`config.mk`:
```
export PLATFORM = sky130hd
export DESIGN_NAME = sfsc_ram
export DESIGN_NICKNAME = d
export VERILOG_FILES = /design/src/sv/sfsc_ram.sv
export SDC_FILE = /design/constraint.sdc
export NUM_CORES = 1
export LEC_CHECK = 0
export BUFFER_PORTS_ARGS = -buffer_cell sky130_fd_sc_hd__buf_2
export CAP_MARGIN = 20
export CORE_MARGIN = 2
export CORE_UTILIZATION = 62
export DETAILED_ROUTE_END_ITERATION = 10
export PLACE_DENSITY = 0.79
export SETUP_SLACK_MARGIN = 0.4
export SLEW_MARGIN = 20
export SYNTH_ARGS = -nofsm -noshare
export SYNTH_HDL_FRONTEND = slang
export SYNTH_SLANG_ARGS = --single-unit
```
`constraint.sdc`:
```
create_clock -name clock -period 2.1 [get_ports clock]
set_input_delay 0.105 -clock clock [delete_from_list [all_inputs] [get_ports clock]]
set_output_delay 0.105 -clock clock [all_outputs]
set_load 0.01 [all_outputs]
```
`src/sv/sfsc_ram.sv`:
```
`default_nettype none

module sfsc_ram #(
   parameter int WIDTH = 8,
   parameter int DEPTH = 64
) (
   input  wire logic                     clock,
   input  wire logic                     wr_en,
   input  wire logic [$clog2(DEPTH)-1:0] wr_addr,
   input  wire logic [WIDTH-1:0]         wr_data,
   input  wire logic                     rd_en,
   input  wire logic [$clog2(DEPTH)-1:0] rd_addr,
   output logic      [WIDTH-1:0]         rd_data
);

   logic [WIDTH-1:0] mem_ff [DEPTH];
   logic [WIDTH-1:0] rd_data_ff;

   always_ff @(posedge clock) begin
      if (wr_en) begin
         mem_ff[wr_addr] <= wr_data;
      end
      if (rd_en) begin
         rd_data_ff <= mem_ff[rd_addr];
      end
   end

   assign rd_data = rd_data_ff;

endmodule

`default_nettype wire

```
==> metrics <==
status finished clean; FILL cells 1830; depth of the CTS H-tree 2; Clk pwr share 0.404; post-synthesis sequential area ratio 0.771; Sink Count 520; initial antenna violation count 2; Compound-Gate Fraction of Synth Area 0.0206; Hold WS 0.0769 ns; unrepaired setup endpoints after global routing yes; max-cap violations 0; row cnt 66; Yosys cell types 39; Sw Pwr 4410 µW; synthesized net count 963; Post-Layout Inst Area 0.0236 mm²; CP Launch Type flip-flop; detailed placement HPWL 29200 µm; Crit. End Element flip-flop; Leak 0.00771 µW; Reg power frac 0.540; Power Internal 16900 µW; root buf cell clkbuf_16; PD cells 905 mW/mm²; setup violation total in the final timing report 0; post-synthesis mux area share 0.159; First DRT Iteration DRCs 1238; GPL Wtd Cong 0.880; Post-DP Area 0.0219 mm²; global route total overflow 0; Mapped Cells 940; synth cell count leaders edfxtp_1, mux4_2, nor2_1; Chip Height 185 µm; largest net degree at the start of global routing 65; CTS tree yes; clk_lat worst skew 0.57 ns; WP data required 2.42 ns; # port buffers 30; switch share 0.207; Die W 185 µm; Post-Synth Adder-Cell Area 0; Max VDD drop 0.835 mV; max-slew violations 0; Final min period 1.99 ns; R2R depth 5; EDFF count, synth 520; synthesis warning total 0; via count 10400; setup TNS 0 ns; slew of the pin with the lowest slew margin 0.761 ns; worst min path class in2reg; Max-slew headroom 0.493; Routed WL 46000 µm; First-pass DRT Iterations 5; Die ar. 0.0341 mm²; synthesized cell area 0.0202 mm²; Max Fclk 503 MHz; final worst path period share 0.947; Routed WL per cell 28.7 µm; Gate power share 0.056; share of layout cells above drive strength 1 0.348; top-count cell post-synth edfxtp_1; top-area cell type share of the netlist area 0.771; CTS Buffer Depth 3; Avg Cell Area, Syn 21.5 µm²; clock transition at the registers of the reported paths 0.06 ns; Vias/cell 6.51; overall global routing resource usage 0.280; xor/xnor cell area share of the yosys netlist 0; post-synth top area cell edfxtp_1; Hold Crit Depth 3; vias in the first global route 10600; CTS buffer count 50; post-synthesis register bit count 520; post-route ant nets 0; first-pass GRT wire length 67500 µm; ys async rst share 0; starting density of the core 0.625; largest family of logic cells by synthesized area multiplexers; Remaining DRCs 0; Synth Area in Simple Gates 0.0337; Non-Filler Instances 1604; Setup CP Type reg2reg; Fin. Hold Viols 0; Core Box Area 0.0324 mm²; Area contributors post-synth edfxtp_1, mux4_2, nor2_1; synthesis-to-finish area growth 16.5%; Max Fanout on Critical Path 1; Synth Flop Type edfxtp_1; final net count 1141; I/O pins 31; Final Skew 0.0134 ns; Placed Cells 1507; Worst EP arrival 2.31 ns
-- stage by stage --
stage / power (µW) / util / setup slack, ns
6_report: 21400 / 0.729 / 0.111
2_1_floorplan: 12400 / - / 0.310
4_1_cts: 21400 / 0.728 / 0.118
3_5_place_dp: 12900 / 0.676 / -0.256
3_3_place_gp: 12900 / 0.676 / -0.232
5_1_grt: 21900 / 0.729 / 0.0495
-- kinds of logic after synthesis --
group,count (synthesis)
buffers and inverters,51
AO/OA/AOI/OAI,54
AND/OR/NAND/NOR,153
flip-flops,520
multiplexers,162
-- power groups by stage --
stage	combinational (µW)	sequential (µW)	clock, µW
global placement	1120	11800	0
floorplan	623	11800	0
global route	1270	11500	9080
CTS	1190	11500	8700
finish	1210	11500	8620
detailed placement	1150	11800	0
-- cells in the final DEF (no fill, tap or decap), drive strengths merged --
cell and instances:
clkinv 29, a22oi 3, nor4 2, o2111ai 3, a211oi 4, nand4 2, o21ai 4, o221a 2
edfxtp 520, mux4 126, nand2 19, nor3 7, nor2 83, nand3 13, a221oi 6, o22ai 8
a2111oi 2, a21oi 3, mux2i 23, dlygate4sd3 1, mux2 13, bufinv 3, nand3b 3, or3 1
o32ai 2, o221ai 8, o2bb2ai 3, nand4b 1, and2 1, buf 175, o311ai 1, o41ai 2
o21a 2, nor2b 14, a31oi 1, clkbuf 61, nand2b 7, diode 4
-- worst paths after layout --
check / start / slack, ns / to
min: wr_addr[1] / 0.08 / mem_ff[50][3]
min reg2reg: mem_ff[27][1] / 0.96 / rd_data[1]
max reg2reg: mem_ff[2][1] / 0.11 / rd_data[1]
max: mem_ff[2][1] / 0.11 / rd_data[1]
-- metal layers --
layer,vias up,global-route usage,wire length (µm)
met5,-,0,0
met4,0,0.0965,1600
met3,110,0.0589,4450
met2,599,0.467,22900
met1,5431,0.374,17100
li1,4298,-,-
-- registers in the layout, summed over array words and instances, names as in the netlist --
signal / count
rd_data: 8
mem_ff: 512
-- repair_timing --
item,4_1_cts,5_1_grt
resized for setup,18,3
hold endpoints to repair,8,0
gates cloned,0,0
setup buffers,0,0
hold buffers,1,0
endpoints found under the setup margin,8,8
pin swaps,2,0
-- final cells by class --
type / count / area [µm²] / share of cell area
Clock inverter: 32 / 226 / 0.00960
Multi-Input combinational cell: 369 / 4430 / 0.188
Clock buffer: 60 / 1350 / 0.0573
Antenna cell: 4 / 10.0 / 0.000424
Timing Repair Buffer: 177 / 1410 / 0.0597
Tap cell: 442 / 553 / 0.0234
Sequential cell: 520 / 15600 / 0.662
-- critical path: stages (launching register included) --
cell       delay, ns
edfxtp_1        0.37
mux4_2          0.49
mux4_2          0.53
nor2_4          0.17
nor3_2          0.05
o2bb2ai_1       0.12
Note: power is estimated with default switching activity, not from simulation.
